`src/rtl/cjs_pkg.sv`:
```
package cjs_pkg;

	localparam int MaxJobsDefault = 16;

	localparam logic [1:0] OP_ADD    = 2'd0;
	localparam logic [1:0] OP_SELECT = 2'd1;
	localparam logic [1:0] OP_BURST  = 2'd2;

	localparam logic [2:0] POL_FCFS = 3'd0;
	localparam logic [2:0] POL_RR   = 3'd1;
	localparam logic [2:0] POL_SJF  = 3'd2;
	localparam logic [2:0] POL_LJF  = 3'd3;
	localparam logic [2:0] POL_SRTF = 3'd4;
	localparam logic [2:0] POL_LRTF = 3'd5;

	// Scan key and comparison sense, decided by the controller.
	localparam logic [1:0] KEY_ARRIVAL = 2'd0;
	localparam logic [1:0] KEY_NEED    = 2'd1;
	localparam logic [1:0] KEY_REMAIN  = 2'd2;

	typedef struct packed {
		logic       clear_best;   // start a search scan at entry 0
		logic       scan_step;    // compare entry at scan pointer
		logic [1:0] key;
		logic       largest;
		logic       take_best;    // current <= best
		logic       rr_step;      // round robin advance
		logic       clear_cur;    // no current job
		logic       append;       // write new job at count
		logic       burst_sub;    // subtract burst from current
		logic       shift_step;   // entry[ptr] <= entry[ptr+1]
		logic       shift_start;  // ptr <= current index
		logic       dec_count;
		logic       load_result;
		logic       fin;
		logic       drop;
		logic       nojob;
	} cjs_cmd_t;

	typedef struct packed {
		logic full;
		logic empty;
		logic cur_present;
		logic cur_in_range;
		logic burst_done;     // duration >= remaining of current
		logic scan_last;      // scan pointer at last live entry
		logic shift_last;     // shift pointer reached count-1
	} cjs_stat_t;

endpackage

```
`src/rtl/cjs_datapath.sv`:
```
module cjs_datapath #(
	parameter int MAX_JOBS = cjs_pkg::MaxJobsDefault
) (
	input  logic               clk,
	input  logic               arst_n,
	input  cjs_pkg::cjs_cmd_t  cmd,
	output cjs_pkg::cjs_stat_t stat,
	input  logic [31:0]        in_arrival,
	input  logic [23:0]        in_duration,
	output logic [15:0]        res_id,
	output logic               res_valid,
	output logic               res_finished,
	output logic [23:0]        res_remaining,
	output logic               res_empty,
	output logic               res_dropped,
	output logic               res_nojob
);
	import cjs_pkg::*;

	localparam int IW = (MAX_JOBS > 1) ? $clog2(MAX_JOBS) : 1;
	localparam int CW = $clog2(MAX_JOBS + 1);

	logic [15:0] id_q     [MAX_JOBS];
	logic [31:0] arr_q    [MAX_JOBS];
	logic [23:0] need_q   [MAX_JOBS];
	logic [23:0] rem_q    [MAX_JOBS];

	logic [CW-1:0] count_q;
	logic [IW-1:0] cur_q;
	logic          present_q;
	logic [15:0]   next_id_q;
	logic [IW-1:0] ptr_q;
	logic [IW-1:0] best_q;
	logic [31:0]   best_key_q;

	logic [31:0] scan_key;
	logic        better;
	logic [IW:0] ptr_next;
	logic [IW-1:0] ptr_p1;
	logic [CW-1:0] cur_ext;

	assign ptr_p1  = ptr_q + 1'b1;
	assign ptr_next = {1'b0, ptr_q} + 1'b1;
	assign cur_ext = CW'(cur_q);

	always_comb begin
		unique case (cmd.key)
			KEY_ARRIVAL: scan_key = arr_q[ptr_q];
			KEY_NEED:    scan_key = {8'd0, need_q[ptr_q]};
			default:     scan_key = {8'd0, rem_q[ptr_q]};
		endcase
		better = cmd.largest ? (scan_key > best_key_q) : (scan_key < best_key_q);
	end

	assign stat.full         = (count_q == CW'(MAX_JOBS));
	assign stat.empty        = (count_q == '0);
	assign stat.cur_present  = present_q;
	assign stat.cur_in_range = (cur_ext < count_q);
	assign stat.burst_done   = (in_duration >= rem_q[cur_q]);
	assign stat.scan_last    = (CW'(ptr_next) >= count_q);
	assign stat.shift_last   = (CW'(ptr_next) >= count_q);

	// Table storage: append, shift up, burst update.
	always_ff @(posedge clk) begin
		if (cmd.append && !stat.full) begin
			id_q[count_q[IW-1:0]]   <= next_id_q;
			arr_q[count_q[IW-1:0]]  <= in_arrival;
			need_q[count_q[IW-1:0]] <= in_duration;
			rem_q[count_q[IW-1:0]]  <= in_duration;
		end
		if (cmd.burst_sub)
			rem_q[cur_q] <= rem_q[cur_q] - in_duration;
		if (cmd.shift_step && !stat.shift_last) begin
			id_q[ptr_q]   <= id_q[ptr_p1];
			arr_q[ptr_q]  <= arr_q[ptr_p1];
			need_q[ptr_q] <= need_q[ptr_p1];
			rem_q[ptr_q]  <= rem_q[ptr_p1];
		end
	end

	always_ff @(posedge clk or negedge arst_n) begin
		if (!arst_n) begin
			count_q   <= '0;
			cur_q     <= '0;
			present_q <= 1'b0;
			next_id_q <= '0;
			ptr_q     <= '0;
			best_q    <= '0;
			best_key_q <= '0;
		end else begin
			if (cmd.append && !stat.full) begin
				count_q   <= count_q + 1'b1;
				next_id_q <= next_id_q + 1'b1;
				if (stat.empty) begin
					cur_q     <= '0;
					present_q <= 1'b1;
				end
			end
			if (cmd.clear_best) begin
				ptr_q  <= '0;
				best_q <= '0;
				unique case (cmd.key)
					KEY_ARRIVAL: best_key_q <= arr_q[0];
					KEY_NEED:    best_key_q <= {8'd0, need_q[0]};
					default:     best_key_q <= {8'd0, rem_q[0]};
				endcase
			end
			if (cmd.scan_step) begin
				if (better) begin
					best_q     <= ptr_q;
					best_key_q <= scan_key;
				end
				ptr_q <= ptr_p1;
			end
			if (cmd.take_best) begin
				cur_q     <= best_q;
				present_q <= 1'b1;
			end
			if (cmd.rr_step) begin
				present_q <= 1'b1;
				if (!present_q || CW'({1'b0, cur_q} + 1'b1) >= count_q)
					cur_q <= '0;
				else
					cur_q <= cur_q + 1'b1;
			end
			if (cmd.shift_start)
				ptr_q <= cur_q;
			if (cmd.shift_step)
				ptr_q <= ptr_p1;
			if (cmd.dec_count)
				count_q <= count_q - 1'b1;
			if (cmd.clear_cur) begin
				present_q <= 1'b0;
				cur_q     <= '0;
			end
		end
	end

	// Result register, loaded when the item completes.
	always_ff @(posedge clk) begin
		if (cmd.load_result) begin
			if (present_q && stat.cur_in_range) begin
				res_id        <= id_q[cur_q];
				res_valid     <= 1'b1;
				res_remaining <= rem_q[cur_q];
			end else begin
				res_id        <= '0;
				res_valid     <= 1'b0;
				res_remaining <= '0;
			end
			res_finished <= cmd.fin;
			res_empty    <= stat.empty;
			res_dropped  <= cmd.drop;
			res_nojob    <= cmd.nojob;
		end
	end

endmodule

```
`src/rtl/cjs_ctrl.sv`:
```
module cjs_ctrl (
	input  logic               clk,
	input  logic               arst_n,
	input  logic               item_valid,
	output logic               item_ready,
	input  logic [1:0]         item_op,
	input  logic [2:0]         policy,
	input  cjs_pkg::cjs_stat_t stat,
	output cjs_pkg::cjs_cmd_t  cmd,
	output logic               res_valid,
	input  logic               res_ready
);
	import cjs_pkg::*;

	localparam logic [2:0] ST_IDLE   = 3'd0;
	localparam logic [2:0] ST_SCAN   = 3'd1;
	localparam logic [2:0] ST_SHIFT  = 3'd2;
	localparam logic [2:0] ST_RESULT = 3'd3;
	localparam logic [2:0] ST_FIN    = 3'd4;

	logic [2:0] state_q, state_d;
	logic       fin_q, fin_d, drop_q, drop_d, nojob_q, nojob_d;
	logic       out_valid_q;
	logic [1:0] key;
	logic       largest;
	logic       search;

	// The item waits in IDLE only for the result register to be free.
	assign item_ready = (state_q == ST_IDLE) && (!out_valid_q || res_ready);
	assign res_valid  = out_valid_q;

	always_comb begin
		key     = KEY_ARRIVAL;
		largest = 1'b0;
		search  = 1'b0;
		unique case (policy)
			POL_FCFS: search = 1'b1;
			POL_SJF: begin key = KEY_NEED; search = !stat.cur_present; end
			POL_LJF: begin
				key = KEY_NEED; largest = 1'b1; search = !stat.cur_present;
			end
			POL_SRTF: begin key = KEY_REMAIN; search = 1'b1; end
			POL_LRTF: begin key = KEY_REMAIN; largest = 1'b1; search = 1'b1; end
			default: search = 1'b0;
		endcase
	end

	always_comb begin
		cmd         = '0;
		cmd.key     = key;
		cmd.largest = largest;
		state_d     = state_q;
		fin_d       = fin_q;
		drop_d      = drop_q;
		nojob_d     = nojob_q;
		unique case (state_q)
			ST_IDLE: begin
				if (item_valid && item_ready) begin
					fin_d = 1'b0; drop_d = 1'b0; nojob_d = 1'b0;
					state_d = ST_RESULT;
					priority if (item_op == OP_ADD) begin
						cmd.append = 1'b1;
						drop_d     = stat.full;
					end else if (item_op == OP_SELECT) begin
						priority if (stat.empty)
							cmd.clear_cur = 1'b1;
						else if (policy == POL_RR)
							cmd.rr_step = 1'b1;
						else if (search) begin
							cmd.clear_best = 1'b1;
							state_d = ST_SCAN;
						end else begin
							// hold the current job
						end
					end else if (item_op == OP_BURST) begin
						priority if (!stat.cur_present || !stat.cur_in_range)
							nojob_d = 1'b1;
						else if (stat.burst_done) begin
							cmd.shift_start = 1'b1;
							fin_d   = 1'b1;
							state_d = ST_SHIFT;
						end else
							cmd.burst_sub = 1'b1;
					end else begin
						// unknown opcode: report status only
					end
				end
			end
			ST_SCAN: begin
				cmd.scan_step = 1'b1;
				if (stat.scan_last) begin
					state_d = ST_FIN;
				end
			end
			ST_FIN: begin
				cmd.take_best = 1'b1;
				state_d = ST_RESULT;
			end
			ST_SHIFT: begin
				cmd.shift_step = 1'b1;
				if (stat.shift_last) begin
					cmd.dec_count = 1'b1;
					cmd.clear_cur = 1'b1;
					state_d = ST_RESULT;
				end
			end
			ST_RESULT: begin
				cmd.load_result = 1'b1;
				state_d = ST_IDLE;
			end
			default: state_d = ST_IDLE;
		endcase
		cmd.fin   = fin_q;
		cmd.drop  = drop_q;
		cmd.nojob = nojob_q;
	end

	always_ff @(posedge clk or negedge arst_n) begin
		if (!arst_n) begin
			state_q     <= ST_IDLE;
			fin_q       <= 1'b0;
			drop_q      <= 1'b0;
			nojob_q     <= 1'b0;
			out_valid_q <= 1'b0;
		end else begin
			state_q <= state_d;
			fin_q   <= fin_d;
			drop_q  <= drop_d;
			nojob_q <= nojob_d;
			if (state_q == ST_RESULT)
				out_valid_q <= 1'b1;
			else if (res_ready)
				out_valid_q <= 1'b0;
		end
	end

endmodule

```
`src/rtl/cpu_job_scheduler.sv`:
```
// Channel  | Direction | Handshake                       | Payload
// s_axis   | in        | s_axis_tvalid / s_axis_tready   | opcode, arrival_time, duration
// m_axis   | out       | m_axis_tvalid / m_axis_tready   | job status
// cfg      | in        | cfg_valid / cfg_ready           | policy
// Add, round robin and short bursts go from IDLE straight to RESULT; a searching select
// passes through SCAN, one table entry per cycle through the key comparator, then FIN;
// a finishing burst passes through SHIFT, shifting one entry per cycle, before RESULT.
// Reset clears the job count, current job and id counter; table contents stay
// undefined until written. A stalled result holds in the output register and the
// next item waits until it is taken.
module cpu_job_scheduler #(
	parameter int MAX_JOBS = cjs_pkg::MaxJobsDefault
) (
	input  logic        clk,
	input  logic        arst_n,
	input  logic        s_axis_tvalid,
	output logic        s_axis_tready,
	input  logic [63:0] s_axis_tdata,  // opcode[1:0], arrival_time[33:2], duration[57:34]
	output logic        m_axis_tvalid,
	input  logic        m_axis_tready,
	output logic [47:0] m_axis_tdata,  // job_id, job_valid, job_finished, remaining,
	                                   // queue_empty, dropped_full, no_job_error
	input  logic        cfg_valid,
	output logic        cfg_ready,
	input  logic [2:0]  cfg_data
);
	import cjs_pkg::*;

	cjs_cmd_t  cmd;
	cjs_stat_t stat;
	logic [2:0] policy_q;

	logic [15:0] r_id;
	logic        r_valid, r_fin, r_empty, r_drop, r_nojob;
	logic [23:0] r_rem;

	assign cfg_ready = 1'b1;

	always_ff @(posedge clk or negedge arst_n) begin
		if (!arst_n)
			policy_q <= POL_FCFS;
		else if (cfg_valid)
			policy_q <= cfg_data;
	end

	cjs_ctrl u_ctrl (
		.clk        (clk),
		.arst_n     (arst_n),
		.item_valid (s_axis_tvalid),
		.item_ready (s_axis_tready),
		.item_op    (s_axis_tdata[1:0]),
		.policy     (policy_q),
		.stat       (stat),
		.cmd        (cmd),
		.res_valid  (m_axis_tvalid),
		.res_ready  (m_axis_tready)
	);

	cjs_datapath #(.MAX_JOBS(MAX_JOBS)) u_dp (
		.clk           (clk),
		.arst_n        (arst_n),
		.cmd           (cmd),
		.stat          (stat),
		.in_arrival    (s_axis_tdata[33:2]),
		.in_duration   (s_axis_tdata[57:34]),
		.res_id        (r_id),
		.res_valid     (r_valid),
		.res_finished  (r_fin),
		.res_remaining (r_rem),
		.res_empty     (r_empty),
		.res_dropped   (r_drop),
		.res_nojob     (r_nojob)
	);

	assign m_axis_tdata = {3'd0, r_nojob, r_drop, r_empty, r_rem, r_fin, r_valid, r_id};

endmodule

```
`config.mk`:
```
export PLATFORM = sky130hd
export DESIGN_NAME = cpu_job_scheduler
export DESIGN_NICKNAME = d
export VERILOG_FILES = /design/src/rtl/cjs_pkg.sv /design/src/rtl/cjs_datapath.sv /design/src/rtl/cjs_ctrl.sv /design/src/rtl/cpu_job_scheduler.sv
export SDC_FILE = /design/constraint.sdc
export NUM_CORES = 2
export LEC_CHECK = 0
export BUFFER_PORTS_ARGS = -buffer_cell sky130_fd_sc_hd__buf_2
export CAP_MARGIN = 5
export CORE_ASPECT_RATIO = 1.75
export CORE_MARGIN = 3
export CORE_UTILIZATION = 40
export DETAILED_ROUTE_END_ITERATION = 7
export PLACE_DENSITY_LB_ADDON = 0.15
export SLEW_MARGIN = 20
export SYNTH_ARGS = -nofsm -noshare
export SYNTH_HDL_FRONTEND = slang
export SYNTH_SLANG_ARGS = --single-unit
```
`constraint.sdc`:
```
create_clock -name clk -period 6.94 [get_ports clk]
set_clock_uncertainty 0.15 [all_clocks]
set_input_delay 0.694 -clock clk [delete_from_list [all_inputs] [get_ports clk]]
set_output_delay 0.694 -clock clk [all_outputs]
set_load 0.01 [all_outputs]
```
==> After elaboration in Yosys (flattened, before gate mapping) <==
Memory sizes are Yosys's and may differ from the RTL's. A register that Yosys moved wholly into a read port is not among the register bits.
Index checks and enable logic that the tools add are counted.
{ "word_totals": {"reg_bits": 105, "mem_bits_rw": 1536, "elab_cells": 194, "memories": 4} }
{ "op_classes": {"addsub": 8, "magnitude_cmp": 6, "n_eq_ne": 16, "mux": 105, "reduce_logical": 36} }
{ "memory_table": {"columns": ["memory", "words", "width", "read_ports", "rd_ports_with_merged_regs", "write_ports", "line_no", "source"], "rows": [
  ["u_dp.arr_q", 16, 32, 3, 0, 1, "cjs_datapath.sv:24", "logic [31:0] arr_q [MAX_JOBS];"],
  ["u_dp.need_q", 16, 24, 3, 0, 1, "cjs_datapath.sv:25", "logic [23:0] need_q [MAX_JOBS];"],
  ["u_dp.rem_q", 16, 24, 4, 0, 1, "cjs_datapath.sv:26", "logic [23:0] rem_q [MAX_JOBS];"],
  ["u_dp.id_q", 16, 16, 2, 1, 1, "cjs_datapath.sv:23", "logic [15:0] id_q [MAX_JOBS];"]
]} }
{ "ops": {"columns": ["cell", "count"], "rows": [
  ["2-to-1 mux 32 bit", 4],
  ["case mux 32 bit (2 select lines)", 2],
  ["2-to-1 mux 4 bit", 19],
  ["2-to-1 mux 24 bit", 3],
  ["OR reduction 24 bit", 3],
  ["2-to-1 mux 1 bit", 57],
  ["greater-than comparator 32 bit", 1],
  ["< comparator 32 bit", 1],
  ["OR reduction 32 bit", 1],
  ["2-to-1 mux 3 bit", 9],
  [">= comparator 24 bit", 1],
  ["subtractor 24 bit", 1],
  ["adder 16 x 1 -> 16 bit (second input constant)", 1],
  ["2-to-1 mux 16 bit", 1],
  ["OR reduction 16 bit", 1],
  ["== test 3 x 2 -> 1 bit (second input constant)", 4],
  ["case mux 3 bit (4 select lines)", 1],
  ["nonzero test 4 bit", 3],
  ["adder 4 x 1 -> 5 bit (second input constant)", 2],
  [">= comparator 5 bit", 2],
  ["2-to-1 mux 5 bit", 2],
  ["== test 3 bit (second input constant)", 3],
  ["adder 4 x 1 -> 4 bit (second input constant)", 2],
  ["2-to-1 mux 2 bit", 4],
  ["other kinds (22)", 43]
]} }

==> Depth between registers and ports, before layout <==
{ "logic_depth": {"word_depth": 14, "mapped_depth": 19} }

==> Hierarchy <==
A second synthesis with hierarchy kept.
{ "hier_totals": {"hier_cells": 8871, "hier_area_um2": 101424.8} }
{ "by_module_without_submodules": {"columns": ["mod", "n_inst", "cells_each", "area_per_inst_um2", "seq_area_each_um2"], "rows": [
  ["cjs_datapath", 1, 8796, 100690.3, 49127.1],
  ["cjs_ctrl", 1, 58, 550.5, 175.2],
  ["cpu_job_scheduler", 1, 17, 183.9, 75.1]
]} }

==> Worst setup path after synthesis <==
Ideal clock, no wire load.
{ "synth_timing": {"kind": "register -> register", "startpoint": "register u_dp.cur_q[0]", "endpoint": "memory u_dp.rem_q[13][0], enable pin", "arrival_time_ps": 6774, "slack_ps": -450, "stages_incl_launch_ff": 16, "n_path_buf": 4, "period_less_slack_ps": 7390, "path_cell_list": "dfrtp_1 > clkbuf_1 > clkbuf_1 > buf_1 > mux4_2 > mux4_2 > ha_1 > buf_4 > nand4_1 > or4_4 > clkinv_2 > nor3_2 > a2111oi_4 > nor2_2 > a221o_1 > nor4_1"} }
{ "synth_via": {"elab_chain_len": 14, "elab_cells_between_ends": 19} }
{ "synth_rtl": {"columns": ["item", "line_no", "source"], "rows": [
  ["from (decl)", "cjs_datapath.sv:29", "logic [IW-1:0] cur_q;"],
  ["from (signal assigned)", "cjs_datapath.sv:116", "cur_q <= best_q;"],
  ["from (signal assigned)", "cjs_datapath.sv:124", "cur_q <= cur_q + 1'b1;"],
  ["memory read (16 x 24 bit) or < comparator 4 x 5 -> 1 bit (tied branches)", null, null],
  [">= comparator 24 bit or zero test 1 bit (tied branches)", "cjs_datapath.sv:59, cjs_ctrl.sv:76", null],
  ["2-to-1 mux 1 bit or logical OR 1 bit (tied branches)", "cjs_ctrl.sv:78, cjs_ctrl.sv:76", null],
  ["2-to-1 mux 1 bit", "cjs_ctrl.sv:76", "priority if (!stat.cur_present || !stat.cur_in_range)"],
  ["2-to-1 mux 1 bit", "cjs_ctrl.sv:75", "end else if (item_op == OP_BURST) begin"],
  ["2-to-1 mux 1 bit", "cjs_ctrl.sv:64", "end else if (item_op == OP_SELECT) begin"],
  ["2-to-1 mux 1 bit", "cjs_ctrl.sv:61", "priority if (item_op == OP_ADD) begin"],
  ["2-to-1 mux 4 bit", "cjs_ctrl.sv:58", "if (item_valid && item_ready) begin"],
  ["2-to-1 mux 2 bit", "cjs_ctrl.sv:56", "unique case (state_q)"],
  ["2-to-1 mux 1 bit", "cjs_datapath.sv:71", "if (cmd.burst_sub)"],
  ["2-to-1 mux 1 bit (implied by the code)", "cjs_datapath.sv:72", "rem_q[cur_q] <= rem_q[cur_q] - in_duration;"],
  ["OR reduction 24 bit (no source line)", null, null],
  ["2-to-1 mux 4 bit (no source line) or 2-to-1 mux 1 bit (tied branches) (2 in a row)", null, null],
  ["to (decl)", "cjs_datapath.sv:26", null]
]} }
Parallel ways exist; a longest one is shown, timed or not.

==> Final worst setup path <==
{ "layout_timing": {"startpoint": "register u_dp.cur_q[0]", "endpoint": "memory u_dp.rem_q[7][15], enable pin"} }
Same word-level chain as after synthesis.

==> results_dict.tcl <==
set metrics [dict create \
    status "complete, no violations" \
    grt_start_max_net_pins 115 \
    cellPowerDensity_nw_per_um2 496 \
    drv_slew 0 \
    drt_first_pass_iters 5 \
    timing.final.ws_setup_ps 846 \
    place.gp.congestion 0.835 \
    finalSetupViolCount 0 \
    clkTransAtPathRegs_ps 70 \
    wl_per_cell_um 34.6 \
    cts_root_buffer "clkbuf_16" \
    grt_pass1_vias 48700 \
    rows 219 \
    dp_worst_setup_slack_ps 768 \
    async_flop_share 0.0459 \
    via_per_inst 6.36 \
    crit_required_ps 7270 \
    ys_seq_area_frac 0.601 \
    routed_wirelength_mm 250 \
    fin_crit_sh 0.878 \
    hold_violations 0 \
    io_pins 123 \
    crit_chain "buf_12, buf_4, mux4_2, mux4_2, ha_1, and3_1, nand4_1, a21oi_1, nor3_2, a2111oi_4, nor2_2, a221o_1, nor4_2, buf_12" \
    worstHoldPathType "in -> reg" \
    ys_warn_count 0 \
    drv_cap 0 \
    fin_util 0.456 \
    crit_fanout 34 \
    p_leak_nw 29.8 \
    syn_avg_cell_area_sq_um 19.3 \
    track_usage 0.238 \
    critPathCaptureType "flop" \
    slowest_stage "nor4_2" \
    layout-drive-gt1-share 0.384 \
    cts_inserted_buffers 165 \
    synth_top_flop_cell "edfxtp_1" \
    cts_sinks 1657 \
    num_vias 45900 \
    fmax_mhz 164 \
    rsz0062_at_grt "false" \
    drt_iter0_markers 4227 \
    reg2reg_setup_slack_ps 850 \
    slew_headroom 0.235 \
    cts.path.max_buffers 4 \
    synthToLayoutAreaGrowth_pct 13.3 \
    ctsResizeCount 0 \
    globalRoute.totalOverflow 0 \
    fillers 17400 \
    synth_cell_types 75 \
    max_stage_delay_ps 590 \
    htree_levels 4 \
    port_buffers 112 \
    critPathKind "reg -> reg" \
    dp_hpwl_mm 155 \
    syn_inst 4253 \
    ys_ff_latch 1657 \
    ir_drop_mv 0.517 \
    cp-startpoint "u_dp.cur_q[0]$_DFFE_PN0P_" \
    min_from "cfg_data[1]" \
    clk_latency_ps 830 \
    cp.arrival_ps 6420 \
    ant_nets 0 \
    cts_tree "built" \
    synth_edf_count 1581 \
    tightest_slew_ps 1140 \
    antenna_found_initial 14 \
    dieArea_sq_um 211000 \
    final_nets 4593 \
    rr_startpoint "u_dp.cur_q[0]$_DFFE_PN0P_" \
    core_sq_um 204000 \
    start_kind "flop" \
    worstPathBufferInverterCount 3 \
    start_util 0.403 \
    fin_crit_ps 6090 \
    netlist_area_sq_um 82100 \
    die_h_um 605 \
    postCtsSetupBuffers 0 \
    grt_pass1_wl_mm 357 \
    path_delay_family "compound AO/OA/AOI/OAI gates" \
    die_x_um 348 \
    post-route-drc-count 0 \
    dp_cells 6919 \
    final_common_cell "edfxtp_1" \
    holdWs_ps 67.6 \
    fin_cells 7217 \
    mostFrequentLayoutCells "edfxtp_1, mux4_2, nand2_1, clkbuf_16, buf_4" \
]
cells in the mapped netlist (11+ instances only):
cell type / n / share of area
a21oi_1: 73 / 0.0045
o21ai_0: 95 / 0.0058
a221o_1: 11 / 0.0013
nand3_1: 28 / 0.0017
nor2_1: 89 / 0.0041
a21o_1: 32 / 0.0029
a22oi_1: 48 / 0.0044
buf_1: 82 / 0.0037
o22ai_1: 16 / 0.0012
a31oi_1: 11 / 0.00084
xor2_1: 15 / 0.0016
mux4_2: 1072 / 0.29
nor3_1: 24 / 0.0015
clkbuf_1: 150 / 0.0069
mux2_2: 34 / 0.0047
nand4_1: 13 / 0.00099
edfxtp_1: 1581 / 0.58
and2_1: 49 / 0.0037
nor2b_1: 13 / 0.00099
buf_2: 82 / 0.0050
ha_1: 80 / 0.012
inv_1: 81 / 0.0037
buf_4: 14 / 0.0013
dfrtp_1: 76 / 0.023
nand2_1: 325 / 0.015
xnor2_1: 25 / 0.0027
flip-flops by register name, indices dropped and copies added, names as in the netlist, 3 cells and up:
| name | cells |
|---|---|
| u_dp.arr_q | 512 |
| u_dp.cur_q | 4 |
| u_dp.res_id | 16 |
| policy_q | 3 |
| u_ctrl.state_q | 3 |
| u_dp.best_key_q | 32 |
| u_dp.id_q | 256 |
| u_dp.res_remaining | 24 |
| u_dp.rem_q | 384 |
| u_dp.best_q | 4 |
| u_dp.next_id_q | 16 |
| u_dp.ptr_q | 4 |
| u_dp.count_q | 5 |
| u_dp.need_q | 384 |
metal layers:
layer | GRT usage | vias to the layer above | share of wire
met4 | 0.0838 | 4 | 0.039
li1 | - | 18500 | -
met5 | 0 | - | 0.00014
met3 | 0.0258 | 444 | 0.051
met2 | 0.426 | 1649 | 0.53
met1 | 0.300 | 25200 | 0.38
logic make-up (layout without fill, tap and decap cells):
kind of cell,after synthesis,count (layout),synth area share
flops,1657,1657,0.601
simple gates,592,592,0.0326
compound gates,353,353,0.0283
other cells,2,8,0.0000915
buf+inv,411,717,0.0207
fa+ha+maj,82,82,0.0127
xor+xnor,40,40,0.00427
mux,1116,1116,0.300
per-stage QoR:
step	TNS, ps	area (sq um)	power (mW)
finish	0	93000	46.1
global route	0	93000	48.3
CTS	0	93000	46.6
detailed placement	0	87500	37.4
global placement	0	87500	37.2
floorplan	-43160	82100	30.0
worst min-delay path: cells and delay by family:
kind | cells | cell delay [ps]
AND/OR/NAND/NOR | 1 | 110
buffers and inverters | 1 | 80
AO/OA/AOI/OAI | 1 | 110
report_power, final:
| part | internal [mW] | total [mW] | switching [mW] |
|---|---|---|---|
| sequential | 14.2 | 15.0 | 0.839 |
| combinational | 9.97 | 21.9 | 12.0 |
| clock | 5.30 | 9.17 | 3.87 |
| total | 29.4 | 46.1 | 16.7 |
area by class of cell:
cell class / instances / area, sq um / area share
antenna: 4 / 10.0 / 0.000108
multi-input combinational: 2187 / 31400 / 0.338
clock inverter: 78 / 895 / 0.00962
timing repair buffer: 345 / 3160 / 0.0340
tap: 2652 / 3320 / 0.0357
sequential: 1657 / 49400 / 0.531
inverter: 83 / 320 / 0.00344
clock buffer: 211 / 4480 / 0.0482
path summary, 6_finish.rpt:
check / end / cells after the start
min in group asynchronous: u_dp.next_id_q[7]$_DFFE_PN0P_ / 2
min: policy_q[1]$_DFFE_PN0P_ / 3
max in group asynchronous: u_dp.ptr_q[3]$_DFFE_PN0P_ / 3
max: u_dp.rem_q[7][15]$_DFFE_PP_ / 14
max reg2reg: u_dp.rem_q[7][15]$_DFFE_PP_ / 14
min reg2reg: u_dp.next_id_q[15]$_DFFE_PN0P_ / 1
timing repair:
item,in CTS,in global routing
hold buffers,4,0
endpoints found under the hold margin,26,0
setup endpoints to repair,0,0
(Power assumes the default switching activity.)
